==> src/hw/rtl/mbsp_pkg.sv <==
// Shared types, byte codes and length tables for the MIDI byte stream parser.
`timescale 1ns / 1ps

package mbsp_pkg;

   localparam logic [7:0] STATUS_MIN   = 8'h80;
   localparam logic [7:0] EXCL_OPEN    = 8'hF0;
   localparam logic [7:0] EXCL_CLOSE   = 8'hF7;
   localparam logic [7:0] REALTIME_MIN = 8'hF8;
   localparam logic [7:0] ACTIVE_SENSE = 8'hFE;

   localparam logic [1:0] KIND_RT    = 2'd0;
   localparam logic [1:0] KIND_MSG   = 2'd1;
   localparam logic [1:0] KIND_SYSEX = 2'd2;
   localparam logic [1:0] KIND_CHUNK = 2'd3;

   typedef enum logic [2:0] {
      ST_IDLE,
      ST_STORE,
      ST_PREP,
      ST_DRAIN,
      ST_RT
   } state_type;

   typedef struct packed {
      logic take;
      logic store;
      logic prep;
      logic drain_load;
      logic rt_load;
   } cmd_type;

   typedef struct packed {
      logic rt_emit;
      logic excl_close;
      logic data_ok;
      logic store_emit;
      logic out_free;
      logic drain_last;
   } status_type;

   // message length of a voice status, indexed by status bits 6:4
   function automatic logic [1:0] chan_msg_length(input logic [2:0] idx);
      logic [1:0] len;
      case (idx)
         3'd0, 3'd1, 3'd2, 3'd3: len = 2'd3;
         3'd4, 3'd5:             len = 2'd2;
         3'd6:                   len = 2'd3;
         default:                len = 2'd0;
      endcase
      return len;
   endfunction

   // message length of a system common status, indexed by status bits 2:0
   function automatic logic [1:0] sys_msg_length(input logic [2:0] idx);
      logic [1:0] len;
      case (idx)
         3'd1:       len = 2'd2;
         3'd2:       len = 2'd3;
         3'd3:       len = 2'd2;
         3'd6, 3'd7: len = 2'd1;
         default:    len = 2'd0;
      endcase
      return len;
   endfunction

endpackage

==> src/hw/rtl/midi_byte_stream_parser.sv <==
// Top level of the MIDI byte stream parser: controller plus datapath.
//
// Raw MIDI bytes enter on req_ (one byte per word) and assembled messages leave
// on rsp_, one byte per word, with the message kind in rsp_tuser and rsp_tlast
// on the final byte. csr_wr_en/csr_wr_data write local_mode (1 drops real-time
// bytes and overflow chunks).
// Steps per input word:
//   status byte, dropped byte, stray end byte: accept only
//   real-time byte passed on: accept, then load the output word once the output register is free
//   data byte that completes nothing: accept, then store write
//   data byte that completes n bytes: accept, store write, read setup, then one
//   byte per cycle from the store's single read port while rsp_ is not stalled
//   sysex end that completes n bytes: the end byte is written on accept, then
//   read setup and one byte per cycle while rsp_ is not stalled.
// req_tready is low while a word is being worked on and during reset; the last
// output word may still wait in the output register while the next input word
// is accepted. A stall on rsp_ holds the output register and pauses draining.
// Synchronous reset clears running status, fill count, local_mode and the
// output valid; the message store needs no clearing pass.
`timescale 1ns / 1ps

module midi_byte_stream_parser
   import mbsp_pkg::*;
#(
   parameter int MSG_MAX = 16
) (
   input  logic       clock,
   input  logic       reset,
   input  logic       req_tvalid,
   output logic       req_tready,
   input  logic [7:0] req_tdata,   // [7:0] in_byte
   output logic       rsp_tvalid,
   input  logic       rsp_tready,
   output logic [7:0] rsp_tdata,   // [7:0] out_byte
   output logic [1:0] rsp_tuser,   // [1:0] msg_kind
   output logic       rsp_tlast,
   input  logic       csr_wr_en,
   input  logic       csr_wr_data
);

   cmd_type    cmd;
   status_type status;

   mbsp_ctrl u_ctrl (
      .clock     (clock),
      .reset     (reset),
      .req_tvalid(req_tvalid),
      .req_tready(req_tready),
      .status    (status),
      .cmd       (cmd)
   );

   mbsp_datapath #(
      .MSG_MAX(MSG_MAX)
   ) u_datapath (
      .clock      (clock),
      .reset      (reset),
      .req_tdata  (req_tdata),
      .csr_wr_en  (csr_wr_en),
      .csr_wr_data(csr_wr_data),
      .cmd        (cmd),
      .status     (status),
      .rsp_tvalid (rsp_tvalid),
      .rsp_tready (rsp_tready),
      .rsp_tdata  (rsp_tdata),
      .rsp_tuser  (rsp_tuser),
      .rsp_tlast  (rsp_tlast)
   );

endmodule

==> src/hw/rtl/mbsp_ram.sv <==
// Generic single-write, single-read RAM with registered read data.
`timescale 1ns / 1ps

module mbsp_ram #(
   parameter int WIDTH = 8,
   parameter int DEPTH = 16
) (
   input  logic                     clock,
   input  logic                     wr_en,
   input  logic [$clog2(DEPTH)-1:0] wr_addr,
   input  logic [WIDTH-1:0]         wr_data,
   input  logic [$clog2(DEPTH)-1:0] rd_addr,
   output logic [WIDTH-1:0]         rd_data
);

   logic [WIDTH-1:0] mem_ff [DEPTH];
   logic [WIDTH-1:0] rd_data_ff;

   always_ff @(posedge clock) begin
      if (wr_en) begin
         mem_ff[wr_addr] <= wr_data;
      end
      rd_data_ff <= mem_ff[rd_addr];
   end

   assign rd_data = rd_data_ff;

endmodule

==> src/hw/rtl/mbsp_ctrl.sv <==
// Controller state machine: sequences accept, store, drain and real-time output.
`timescale 1ns / 1ps

module mbsp_ctrl
   import mbsp_pkg::*;
(
   input  logic       clock,
   input  logic       reset,
   input  logic       req_tvalid,
   output logic       req_tready,
   input  status_type status,
   output cmd_type    cmd
);

   state_type state_ff, state_in;

   always_ff @(posedge clock) begin
      if (reset) begin
         state_ff <= ST_IDLE;
      end else begin
         state_ff <= state_in;
      end
   end

   always_comb begin
      state_in = state_ff;
      case (state_ff)
         ST_IDLE: begin
            if (req_tvalid) begin
               if (status.rt_emit) begin
                  state_in = ST_RT;
               end else if (status.excl_close) begin
                  state_in = ST_PREP;
               end else if (status.data_ok) begin
                  state_in = ST_STORE;
               end
            end
         end
         ST_STORE: begin
            state_in = status.store_emit ? ST_PREP : ST_IDLE;
         end
         ST_PREP: begin
            state_in = ST_DRAIN;
         end
         ST_DRAIN: begin
            if (status.out_free && status.drain_last) begin
               state_in = ST_IDLE;
            end
         end
         ST_RT: begin
            if (status.out_free) begin
               state_in = ST_IDLE;
            end
         end
         default: begin
            state_in = ST_IDLE;
         end
      endcase
   end

   always_comb begin
      req_tready     = 1'b0;
      cmd            = '0;
      case (state_ff)
         ST_IDLE: begin
            // hold off input while reset is applied
            req_tready = !reset;
            cmd.take   = req_tvalid && !reset;
         end
         ST_STORE: begin
            cmd.store = 1'b1;
         end
         ST_PREP: begin
            cmd.prep = 1'b1;
         end
         ST_DRAIN: begin
            cmd.drain_load = status.out_free;
         end
         ST_RT: begin
            cmd.rt_load = status.out_free;
         end
         default: begin
            req_tready = 1'b0;
         end
      endcase
   end

endmodule

==> src/hw/rtl/mbsp_datapath.sv <==
// Datapath: running status, fill count, message store and output register.
`timescale 1ns / 1ps

module mbsp_datapath
   import mbsp_pkg::*;
#(
   parameter int MSG_MAX = 16
) (
   input  logic       clock,
   input  logic       reset,
   input  logic [7:0] req_tdata,
   input  logic       csr_wr_en,
   input  logic       csr_wr_data,
   input  cmd_type    cmd,
   output status_type status,
   output logic       rsp_tvalid,
   input  logic       rsp_tready,
   output logic [7:0] rsp_tdata,
   output logic [1:0] rsp_tuser,
   output logic       rsp_tlast
);

   localparam int FW = $clog2(MSG_MAX + 1);
   localparam int AW = $clog2(MSG_MAX);

   logic          local_ff, local_in;
   logic [7:0]    rs_ff, rs_in;
   logic [FW-1:0] fill_ff, fill_in;
   logic [1:0]    exp_ff, exp_in;
   logic [7:0]    byte_ff, byte_in;
   logic [FW-1:0] count_ff, count_in;
   logic [1:0]    kind_ff, kind_in;
   logic [AW-1:0] k_ff, k_in;
   logic          out_valid_ff, out_valid_in;
   logic [7:0]    out_byte_ff, out_byte_in;
   logic [1:0]    out_kind_ff, out_kind_in;
   logic          out_last_ff, out_last_in;

   logic          wr_en;
   logic [AW-1:0] wr_addr;
   logic [7:0]    wr_data;
   logic [7:0]    rd_data;

   logic          is_rt, is_end, is_stat, is_data;
   logic          fill_full;
   logic [FW-1:0] fill_next;
   logic          store_done, store_over;

   assign is_rt   = req_tdata >= REALTIME_MIN;
   assign is_end  = req_tdata == EXCL_CLOSE;
   assign is_stat = (req_tdata >= STATUS_MIN) && !is_rt && !is_end;
   assign is_data = req_tdata < STATUS_MIN;

   assign fill_full  = fill_ff >= FW'(MSG_MAX);
   assign fill_next  = fill_full ? fill_ff : fill_ff + FW'(1);
   assign store_done = fill_next == FW'(exp_ff);
   assign store_over = fill_next >= FW'(MSG_MAX);

   assign status.rt_emit    = is_rt && !local_ff && (req_tdata != ACTIVE_SENSE);
   assign status.excl_close = is_end && (rs_ff == EXCL_OPEN);
   assign status.data_ok    = is_data && (rs_ff != 8'h00);
   assign status.store_emit = store_done || (store_over && !local_ff);
   assign status.out_free   = !out_valid_ff || rsp_tready;
   assign status.drain_last = (FW'(k_ff) + FW'(1)) == count_ff;

   always_ff @(posedge clock) begin
      if (reset) begin
         local_ff     <= 1'b0;
         rs_ff        <= 8'h00;
         fill_ff      <= '0;
         exp_ff       <= 2'd0;
         out_valid_ff <= 1'b0;
      end else begin
         local_ff     <= local_in;
         rs_ff        <= rs_in;
         fill_ff      <= fill_in;
         exp_ff       <= exp_in;
         out_valid_ff <= out_valid_in;
      end
   end

   always_ff @(posedge clock) begin
      byte_ff     <= byte_in;
      count_ff    <= count_in;
      kind_ff     <= kind_in;
      k_ff        <= k_in;
      out_byte_ff <= out_byte_in;
      out_kind_ff <= out_kind_in;
      out_last_ff <= out_last_in;
   end

   always_comb begin
      local_in = csr_wr_en ? csr_wr_data : local_ff;
   end

   // message bookkeeping and store writes
   always_comb begin
      rs_in    = rs_ff;
      fill_in  = fill_ff;
      exp_in   = exp_ff;
      byte_in  = byte_ff;
      count_in = count_ff;
      kind_in  = kind_ff;
      wr_en    = 1'b0;
      wr_addr  = fill_ff[AW-1:0];
      wr_data  = req_tdata;
      if (cmd.take) begin
         byte_in = req_tdata;
         if (is_end) begin
            if (rs_ff == EXCL_OPEN) begin
               wr_en    = !fill_full;
               count_in = fill_next;
               kind_in  = KIND_SYSEX;
            end
            rs_in   = 8'h00;
            fill_in = '0;
         end else if (is_stat) begin
            wr_en   = 1'b1;
            wr_addr = '0;
            exp_in  = (req_tdata >= EXCL_OPEN) ? sys_msg_length(req_tdata[2:0])
                                               : chan_msg_length(req_tdata[6:4]);
            rs_in   = req_tdata;
            fill_in = FW'(1);
         end else if (status.data_ok && (fill_ff == '0) && (rs_ff != EXCL_OPEN)) begin
            // put the running status back in front of the data
            wr_en   = 1'b1;
            wr_addr = '0;
            wr_data = rs_ff;
            fill_in = FW'(1);
         end
      end else if (cmd.store) begin
         wr_en   = !fill_full;
         wr_data = byte_ff;
         if (store_done) begin
            count_in = fill_next;
            kind_in  = KIND_MSG;
            if (rs_ff >= EXCL_OPEN) begin
               rs_in = 8'h00;
            end
            fill_in = '0;
         end else if (store_over) begin
            count_in = fill_next;
            kind_in  = KIND_CHUNK;
            fill_in  = '0;
         end else begin
            fill_in = fill_next;
         end
      end
   end

   // drain pointer; the RAM reads at the next pointer so its registered data is ready in the next cycle
   always_comb begin
      k_in = k_ff;
      if (cmd.prep) begin
         k_in = '0;
      end else if (cmd.drain_load) begin
         k_in = k_ff + AW'(1);
      end
   end

   always_comb begin
      out_valid_in = out_valid_ff;
      out_byte_in  = out_byte_ff;
      out_kind_in  = out_kind_ff;
      out_last_in  = out_last_ff;
      if (cmd.drain_load) begin
         out_valid_in = 1'b1;
         out_byte_in  = rd_data;
         out_kind_in  = kind_ff;
         out_last_in  = status.drain_last;
      end else if (cmd.rt_load) begin
         out_valid_in = 1'b1;
         out_byte_in  = byte_ff;
         out_kind_in  = KIND_RT;
         out_last_in  = 1'b1;
      end else if (rsp_tready) begin
         out_valid_in = 1'b0;
      end
   end

   mbsp_ram #(
      .WIDTH(8),
      .DEPTH(MSG_MAX)
   ) u_store (
      .clock  (clock),
      .wr_en  (wr_en),
      .wr_addr(wr_addr),
      .wr_data(wr_data),
      .rd_addr(k_in),
      .rd_data(rd_data)
   );

   assign rsp_tvalid = out_valid_ff;
   assign rsp_tdata  = out_byte_ff;
   assign rsp_tuser  = out_kind_ff;
   assign rsp_tlast  = out_last_ff;

   a_fill_bound: assert property (@(posedge clock) disable iff (reset)
      fill_ff <= FW'(MSG_MAX))
      else $error("fill count beyond store depth");

   a_drain_count: assert property (@(posedge clock) disable iff (reset)
      cmd.drain_load |-> (count_ff != '0) && (kind_ff != KIND_RT))
      else $error("drain with empty count or real-time kind");

   a_load_free: assert property (@(posedge clock) disable iff (reset)
      (cmd.drain_load || cmd.rt_load) |-> (!out_valid_ff || rsp_tready))
      else $error("output register overwritten while held");

   a_end_clears: assert property (@(posedge clock) disable iff (reset)
      (cmd.take && is_end) |=> (rs_ff == 8'h00) && (fill_ff == '0))
      else $error("end byte did not clear status and fill");

endmodule

==> config.mk <==
export PLATFORM = sky130hd
export DESIGN_NAME = midi_byte_stream_parser
export DESIGN_NICKNAME = d
export VERILOG_FILES = /design/src/hw/rtl/mbsp_pkg.sv /design/src/hw/rtl/midi_byte_stream_parser.sv /design/src/hw/rtl/mbsp_ram.sv /design/src/hw/rtl/mbsp_ctrl.sv /design/src/hw/rtl/mbsp_datapath.sv
export SDC_FILE = /design/constraint.sdc
export NUM_CORES = 1
export LEC_CHECK = 0
export BUFFER_PORTS_ARGS = -buffer_cell sky130_fd_sc_hd__buf_2
export CAP_MARGIN = 5
export CELL_PAD_IN_SITES_DETAIL_PLACEMENT = 0
export CELL_PAD_IN_SITES_GLOBAL_PLACEMENT = 1
export CORE_UTILIZATION = 45
export DETAILED_ROUTE_END_ITERATION = 8
export PLACE_DENSITY_LB_ADDON = 0.1
export REMOVE_ABC_BUFFERS = 1
export SYNTH_ARGS = -nofsm -noshare
export SYNTH_HDL_FRONTEND = slang
export SYNTH_HIERARCHICAL = 1
export SYNTH_SLANG_ARGS = --single-unit
==> constraint.sdc <==
create_clock -name clock -period 9.8 [get_ports clock]
set_input_delay 1.96 -clock clock [delete_from_list [all_inputs] [get_ports clock]]
set_output_delay 1.96 -clock clock [all_outputs]
set_load 0.02 [all_outputs]
; ---- Word-level counts from Yosys, hierarchy flattened
; Memories as Yosys holds them, arrays and structs flattened. A register that Yosys moved wholly into a read port is not among the register bits.
; Cells that the tools add are included.
[classes]
addsub = 3
order_cmp = 7
n_eq_ne = 29
n_mux = 71
bitwise_logic = 1
reduce_logical = 38
[ops]
columns = cell, count
row1 = 8-bit two-way mux, 13
row2 = 5-bit two-way mux, 14
row3 = "8-bit >= comparator, second input constant", 4
row4 = 4-bit two-way mux, 6
row5 = 2-bit two-way mux, 10
row6 = 1-bit two-way mux, 19
row7 = "3-bit by 2-bit equality test with 1-bit output, second input constant", 6
row8 = "3-bit equality test, second input constant", 6
row9 = 3-bit two-way mux, 6
row10 = "8-bit equality test, second input constant", 2
row11 = "8-bit != test, second input constant", 2
row12 = 3-bit case mux with 5 select lines, 1
row13 = 4-bit AND reduction, 3
row14 = 1-bit logical AND, 11
row15 = "5-bit >= comparator, second input constant", 2
row16 = "3-bit by 1-bit equality test with 1-bit output, second input constant", 3
row17 = "8-bit < comparator, second input constant", 1
row18 = "2-bit by 1-bit != test with 1-bit output, second input constant", 4
row19 = 2-bit nonzero test, 4
row20 = 8-bit nonzero test, 1
row21 = 1-bit logical NOT, 6
row22 = 3-bit logical NOT, 2
row23 = 2-bit case mux with 3 select lines, 1
row24 = 3-bit nonzero test, 2
row25 = 17 further kinds, 20
[totals]
reg_bits = 50
mem_bits_rw = 128
out_inout_bits = 13
wordCells = 163
mem_count = 1
[mem_list]
columns = memory, depth, width, read_ports, rd_ports_with_merged_regs, wr, line
row1 = u_datapath.u_store.mem_ff, 16, 8, 1, 1, 1, mbsp_ram.sv:16  ; logic [WIDTH-1:0] mem_ff [DEPTH];

; ---- Logic depth before layout (Yosys ltp)
; Gate-level depths: netlist (run 1).
[depth]
ltp_word = 10
ltp_mapped = 11

; ---- Modules after synthesis
; Netlist (run 1), hierarchy kept.
[modules_own_cells]
columns = mod, n_inst, cells_each, area_each_um2
row1 = mbsp_ram, 1, 229, 5147.4
row2 = mbsp_datapath, 1, 248, 2498.6
row3 = mbsp_ctrl, 1, 35, 321.6

; ---- Worst setup path after synthesis (run 1)
; OpenSTA, ideal clock, no wires.
[synth_path]
path_kind = in2reg
from = input port reset
to = memory u_datapath.u_store.mem_ff[0][0] (enable)
arrival_ns = 4.981
t_required_ns = 9.417
setup_slack_ns = 4.435
stages = 9
path_buffers = 1
path_cell_list = nor4_2 -> and2_1 -> clkbuf_1 -> clkinv_1 -> nor2_1 -> o21ai_2 -> and2_1 -> or3b_2 -> nor3_1
[synth_lines]
columns = element, line
row1 = from (decl), midi_byte_stream_parser.sv:28  ; input logic reset,
row2 = to (decl), mbsp_ram.sv:16

==> results of run 1 <==
## kinds of logic (layout without fill, tap and decap cells)
family,after synthesis,after routing,synth area share [%]
compound gates,85,85,8.041
xor+xnor,11,11,1.209
fa+ha+maj,3,3,0.4712
buf+inv,40,84,2.748
flops,186,186,66.08
mux,50,50,12.09
simple gates,137,137,9.360
## flip-flops by register name (all words and copies together), names as in the netlist
name / flops
u_datapath/rsp_tlast: 1
u_datapath/k_ff: 4
u_datapath/rsp_tuser: 2
u_datapath/kind_ff: 2
u_datapath/byte_ff: 8
u_datapath/exp_ff: 2
u_ctrl/state_ff: 3
u_datapath/rsp_tdata: 8
u_datapath/local_ff: 1
u_datapath/u_store/rd_data: 8
u_datapath/fill_ff: 5
u_datapath/u_store/mem_ff: 128
u_datapath/count_ff: 5
u_datapath/rsp_tvalid: 1
u_datapath/rs_ff: 8
## power breakdown
group          switching (W)  internal (W)  total, W
clock               0.000297      0.000354  0.000651
sequential         0.0000508       0.00101   0.00106
combinational       0.000390      0.000248  0.000638
## per-stage QoR
| stage | power, W | utilization, % | hold slack, ps |
|---|---|---|---|
| after floorplan | 0.001506 | - | 465.2 |
| after global placement | 0.001710 | 47.95 | 488.3 |
| after detailed placement | 0.001722 | 47.95 | 498.8 |
| after CTS | 0.002370 | 51.14 | 513.6 |
| after global routing | 0.002453 | 51.16 | 532.5 |
| final | 0.002351 | 51.16 | 516.6 |
## area by class of cell
cell class                      instances  area share (%)
Sequential cell                       186           59.49
Multi-Input combinational cell        286           28.18
Timing Repair Buffer                   35           2.206
Clock inverter                         12           1.287
Clock buffer                           20           4.934
Tap cell                              225           3.181
Inverter                               17          0.7211
## metal layers
metal  vias up  global-route usage, %
met5         -                      0
met4         0                  6.804
met3        21                  4.242
met2       131                  30.30
met1      2325                  30.82
li1       2095                      -
## layout by cell type, fill, tap and decap left out, types with 10 or more instances in the layout
cell       instances
a22oi_1           23
buf_2             27
clkbuf_16         17
dfxtp_1           32
edfxtp_1         154
inv_1             16
mux2i_1           10
mux4_1            14
mux4_2            18
nand2_1           28
nor2_1            34
nor3_1            11
o21ai_0           15
## how the worst min path moves through the flow
stage	from	end	slack, ps	cells after the start
2_1_floorplan	u_datapath/rs_ff[3]	u_datapath/rs_ff[3]	470	2
3_3_place_gp	u_datapath/rs_ff[0]	u_datapath/rs_ff[0]	490	2
3_5_place_dp	u_datapath/rs_ff[0]	u_datapath/rs_ff[0]	500	2
4_1_cts	u_datapath/rs_ff[3]	u_datapath/rs_ff[3]	510	2
5_1_grt	u_datapath/kind_ff[1]	u_datapath/rsp_tuser[1]	530	1
6_report	u_datapath/rs_ff[0]	u_datapath/rs_ff[0]	520	2
## worst max-delay path, cell delays in order
cell and delay, ps:
buf_2 270, nor4_2 260, and2_1 180, buf_4 310, clkinv_1 330, nor2_1 300
o21ai_2 120, and2_1 200, or3b_2 510, nor3_1 850
==> summary.md, run 1 <==
| Metric | Value |
|---|---|
| Initial antenna violation count | 0 |
| Worst-Margin Slew | 1285 ps |
| Die Footprint | 18240 um^2 |
| VDD IR-drop max | 145.9 uV |
| Pleak | 2.885 nW |
| Share of layout cells above drive strength 1 | 19.78% |
| Mapped Cells | 512 |
| IO Pins | 27 |
| Post-route ant nets | 0 |
| Critical path arrival | 5310 ps |
| Most common cell in the netlist | edfxtp_1 |
| Placed standard-cell area | 8294 um^2 |
| Met2 wire len | 8.019 mm |
| Register-to-Register Path Depth | 9 |
| Multi-input logic area | 2494 um^2 |
| Seq cells post-synth | 186 |
| Site Rows | 48 |
| Synth-to-Final Area Change | 11.07% |
| Synth warn | 6 |
| Root Driver | clkbuf_16 |
| Drt wl/cell | 22.53 um |
| Design area | 8850 um^2 |
| Tmin final | 5272 ps |
| Vias after detailed routing | 4572 |
| Hold Path Class | reg2reg |
| Initial Utilization | 46.06% |
| Vias in the first global route | 4390 |
| FF+latch area | 5265 um^2 |
| Cell variety after synth | 66 |
| Clk Latency, worst-skew pair | 430 ps |
| Finished Layout Cells | 781 |
| Synth Area per Inst | 15.56 um^2 |
| Detailed-route DRC error count | 0 |
| 1st-pass router iterations | 5 |
| Post-synth EDFFs | 154 |
| GR Util All Layers | 20.69% |
| Most frequent cells after synthesis | edfxtp_1 (154), nor2_1 (36), dfxtp_1 (32), nand2_1 (28), a22oi_1 (23) |
| Dominant register cell in the synthesized netlist | edfxtp_1 |
| Top cells by area, synth | edfxtp_1 (58%), dfxtp_1 (8.0%), mux4_2 (5.1%), mux4_1 (4.6%), a22oi_1 (2.2%) |
| RSZ-0062 raised after global routing | false |
| Die Ht | 135.1 um |
| Max-Cap Viols | 0 |
| Met1 WL | 8.433 mm |
| HPWL after DPL | 11.54 mm |
| CTS tree | done |
| CP startpoint kind | input port |
| Largest net degree at the start of global routing | 34 |
| Pwr dens | 265.6 nW/um^2 |
| Critical Path Sink | u_datapath/u_store/mem_ff[0][7] |
| Die width | 135.1 um |
| Gr ovfl total | 0 |
| Post-CTS setup buffer count | 0 |
| Seq/Total Area, Yosys | 66.08% |
| Crit path launch | reset |
| CP max FO | 29 |
| Status | complete, no violations |
| Critical R2R Capture | u_datapath/u_store/mem_ff[0][7] |
| Global-route wire length before repair | 26.93 mm |
| Reg-to-reg slack, setup | 5770 ps |
| Clock Pin Slew Worst Setup and Hold Paths | 60 ps |
| CTS resizes | 0 |
| Core area | 17300 um^2 |
| Setup Viol. Count Final | 0 |
| Synth area leader | edfxtp_1 |
| CP required | 9840 ps |
| R2r startpoint | u_ctrl/state_ff[1] |
| Post-cts hold buffer count | 0 |
| DRT iter0 DRCs | 329 |
| Vias per inst | 5.854 |
| Pins Over Slew Limit | 0 |
| Period utilization | 53.80% |
| Routability cong. | 0.8219 |
| Async set-reset flop share out of synthesis | 0% |
| Final Skew | 10.81 ps |
| Setup crit end kind | register |
| Setup TNS | 0 ps |
| Synthesized area | 7968 um^2 |
| Count of final hold-check violations | 0 |
| DR top layer | met4 |
| Setup WS post-layout | 4528 ps |
| Dpl ws | 4135 ps |
| Top-area cell type share of the netlist area | 58.04% |
| Ant diodes | 0 |
| Relative slew slack | 13.66% |
| Routed WL | 17.59 mm |
| Htree depth | 4 |
| Fill count | 1470 |
| Fmax | 189.7 MHz |
| Setup Crit Path Kind | in2reg |
| IO buf count | 26 |
| Num CTS Buffers | 17 |
| Met3 WL post-DR | 853 um |
| Clk buf depth | 2 |
| Clock Sink Count | 186 |
| Fin nets | 560 |
| Placed insts | 748 |
(Power assumes the default switching activity.)
==> inputs of run 2 (changes only) <==
--- a/config.mk
+++ b/config.mk
@@ -5,6 +5,7 @@
 export SDC_FILE = /design/constraint.sdc
 export NUM_CORES = 1
 export LEC_CHECK = 0
+export ABC_AREA = 1
 export BUFFER_PORTS_ARGS = -buffer_cell sky130_fd_sc_hd__buf_2
 export CAP_MARGIN = 5
 export CELL_PAD_IN_SITES_DETAIL_PLACEMENT = 0
==> constraint.sdc (replaced) <==
create_clock -name clock -period 4.9 [get_ports clock]
set_input_delay 0.98 -clock clock [delete_from_list [all_inputs] [get_ports clock]]
set_output_delay 0.98 -clock clock [all_outputs]
set_load 0.02 [all_outputs]
==> run 2 against run 1 <==
  * Non-clock buffer count fell by 2
  * Sequential share of layout area fell by 4.4 points
  * Worst hold slack got worse by 24 ps
  * Critical path type unchanged
==> summary.md, run 2 <==
| Metric | Value |
|---|---|
| Status | complete, no violations |
| Most common cell after layout, fill and taps aside | nand2_1 |
| CP required | 4950 ps |
| Period utilization | 70.28% |
| Commonest non-fill, non-tap cells in the layout | nand2_1 (272), edfxtp_1 (154), inv_1 (147), nand3_1 (133), nor2_1 (67) |
| Vias after detailed routing | 6187 |
| Relative slew slack | 43.83% |
| Pins Over Slew Limit | 0 |
| Synth Area per Inst | 9.256 um^2 |
| Final Skew | 14.71 ps |
| Core area | 18830 um^2 |
| Worst hold stages | 2 |
| Routability cong. | 0.8145 |
| Clock Sink Count | 186 |
| IO Pins | 27 |
| Critical path arrival | 3500 ps |
| Reg with most FFs | u_datapath/u_store/mem_ff |
| Max-Cap Viols | 0 |
| Synth area leader | edfxtp_1 |
| Synthesized area | 8728 um^2 |
| Post-CTS setup buffer count | 0 |
| Tmin final | 3444 ps |
| Setup TNS | 0 ps |
| Ant diodes | 0 |
| Root Driver | clkbuf_16 |
| Drt wl/cell | 17.33 um |
| Register-to-Register Path Depth | 9 |
| Critical R2R Capture | u_datapath/u_store/mem_ff[10][4] |
| Top-area cell type share of the netlist area | 52.98% |
| Post-synth EDFFs | 154 |
| Htree depth | 4 |
| CTS resizes | 0 |
| Cell variety after synth | 37 |
| Most frequent cells after synthesis | nand2_1 (272), edfxtp_1 (154), inv_1 (147), nand3_1 (133), nor2_1 (68) |
| Setup crit end kind | register |
| Gr ovfl total | 0 |
| Fin nets | 980 |
| Site Rows | 50 |
| Seq cells post-synth | 186 |
| 1st-pass router iterations | 5 |
| R2r startpoint | u_ctrl/state_ff[1] |
| Global-route wire length before repair | 33.58 mm |
| VDD IR-drop max | 317.8 uV |
| Count of final hold-check violations | 0 |
| Pleak | 4.099 nW |
| DRT iter0 DRCs | 522 |
| CP max FO | 8 |
| Num CTS Buffers | 17 |
| Setup Viol. Count Final | 0 |
| Top cells by area, synth | edfxtp_1 (53%), nand2_1 (12%), nand3_1 (7.6%), dfxtp_1 (7.3%), inv_1 (6.3%) |
| Synth warn | 6 |
| Fmax | 290.4 MHz |
| GR Util All Layers | 22.88% |
| Vias per inst | 5.010 |
| Detailed-route DRC error count | 0 |
| Synth-to-Final Area Change | 9.576% |
| CTS tree | done |
| Pwr dens | 595.7 nW/um^2 |
| Total Power | 0.005697 W |
| Mapped Cells | 943 |
| Critical Path Sink | u_datapath/u_store/mem_ff[10][4] |
| Clk Latency, worst-skew pair | 430 ps |
| Routed WL | 21.41 mm |
| HPWL after DPL | 14.16 mm |
| Vias in the first global route | 5755 |
| Initial antenna violation count | 0 |
| Hold Path Class | reg2reg |
| Die Ht | 141.3 um |
| Die Footprint | 19960 um^2 |
| Reg-to-reg slack, setup | 1510 ps |
| Most common cell in the netlist | nand2_1 |
| RSZ-0062 raised after global routing | false |
| Fill count | 1753 |
| Share of layout cells above drive strength 1 | 10.97% |
| Setup Crit Path Kind | in2reg |
| IO buf count | 26 |
| Crit path launch | reset |
| Clock Pin Slew Worst Setup and Hold Paths | 70 ps |
| Post-cts hold buffer count | 0 |
| Clk buf depth | 2 |
| CP startpoint kind | input port |
| Die width | 141.3 um |
| Hold WS | 492.7 ps |
| Seq/Total Area, Yosys | 60.32% |
| Initial Utilization | 46.35% |
| Dominant register cell in the synthesized netlist | edfxtp_1 |
| Largest net degree at the start of global routing | 66 |
| Worst-Margin Slew | 840.6 ps |
| Max FFs per register | 128 |
| Post-route ant nets | 0 |
| Async set-reset flop share out of synthesis | 0% |
[run 2: worst min-delay path by stage]
stage	startpoint	to	slack (ps)
floorplan	u_datapath/rs_ff[2]	u_datapath/rs_ff[2]	460
global placement	u_datapath/rs_ff[2]	u_datapath/rs_ff[2]	470
detailed placement	u_datapath/rs_ff[2]	u_datapath/rs_ff[2]	480
CTS	u_datapath/rs_ff[2]	u_datapath/rs_ff[2]	500
global route	u_datapath/rs_ff[2]	u_datapath/rs_ff[2]	530
finish	u_datapath/rs_ff[2]	u_datapath/rs_ff[2]	490
[run 2: power by group]
group | switching (W) | leakage (nW) | internal (W) | total [W]
sequential | 0.000101 | 1.66 | 0.00211 | 0.00221
combinational | 0.00166 | 2.19 | 0.000586 | 0.00225
clock | 0.000594 | 0.255 | 0.000650 | 0.00124
[run 2: layer usage]
metal  vias up  part of all wire [%]  GRT usage [%]
met2       166                    44          33.35
met1      2918                    50          35.02
met3        19                   4.4          3.307
met4         0                   1.5          7.208
met5         -                     0              0
li1       3084                     -              -
[run 2: stage by stage]
step / instances / utilization [%] / worst slack (ps) / cell area, um^2
2_1_floorplan: 911 / - / -1375 / 8496
3_3_place_gp: 1204 / 48.01 / 1099 / 9040
3_5_place_dp: 1204 / 48.01 / 1037 / 9040
4_1_cts: 1235 / 50.79 / 1475 / 9564
5_1_grt: 1235 / 50.79 / 1294 / 9564
6_report: 1235 / 50.79 / 1456 / 9564
[run 2: cells by family after synthesis]
| group | count (synthesis) | share of synthesized area [%] |
|---|---|---|
| XOR/XNOR | 5 | 0.5018 |
| AND/OR/NAND/NOR | 514 | 26.09 |
| adder cells (fa/ha/maj) | 3 | 0.4301 |
| buffers and inverters | 186 | 9.289 |
| AO/OA/AOI/OAI | 49 | 3.369 |
| flip-flops | 186 | 60.32 |
[run 2: layout make-up]
type | instances | area [um^2] | area share, %
sequential | 186 | 5265 | 55.05
multi-input combinational | 571 | 2676 | 27.98
inverter | 154 | 578.1 | 6.044
clock buffer | 18 | 429.2 | 4.487
tap | 260 | 325.3 | 3.401
timing repair buffer | 33 | 195.2 | 2.041
clock inverter | 13 | 95.09 | 0.9942
[run 2: critical path, cell delays in order]
cell and delay (ps):
buf_2 150, nor3_2 530, nor2_2 210, inv_1 170
o21ai_0 140, o22ai_1 410, nand3b_1 240, nor2_1 660
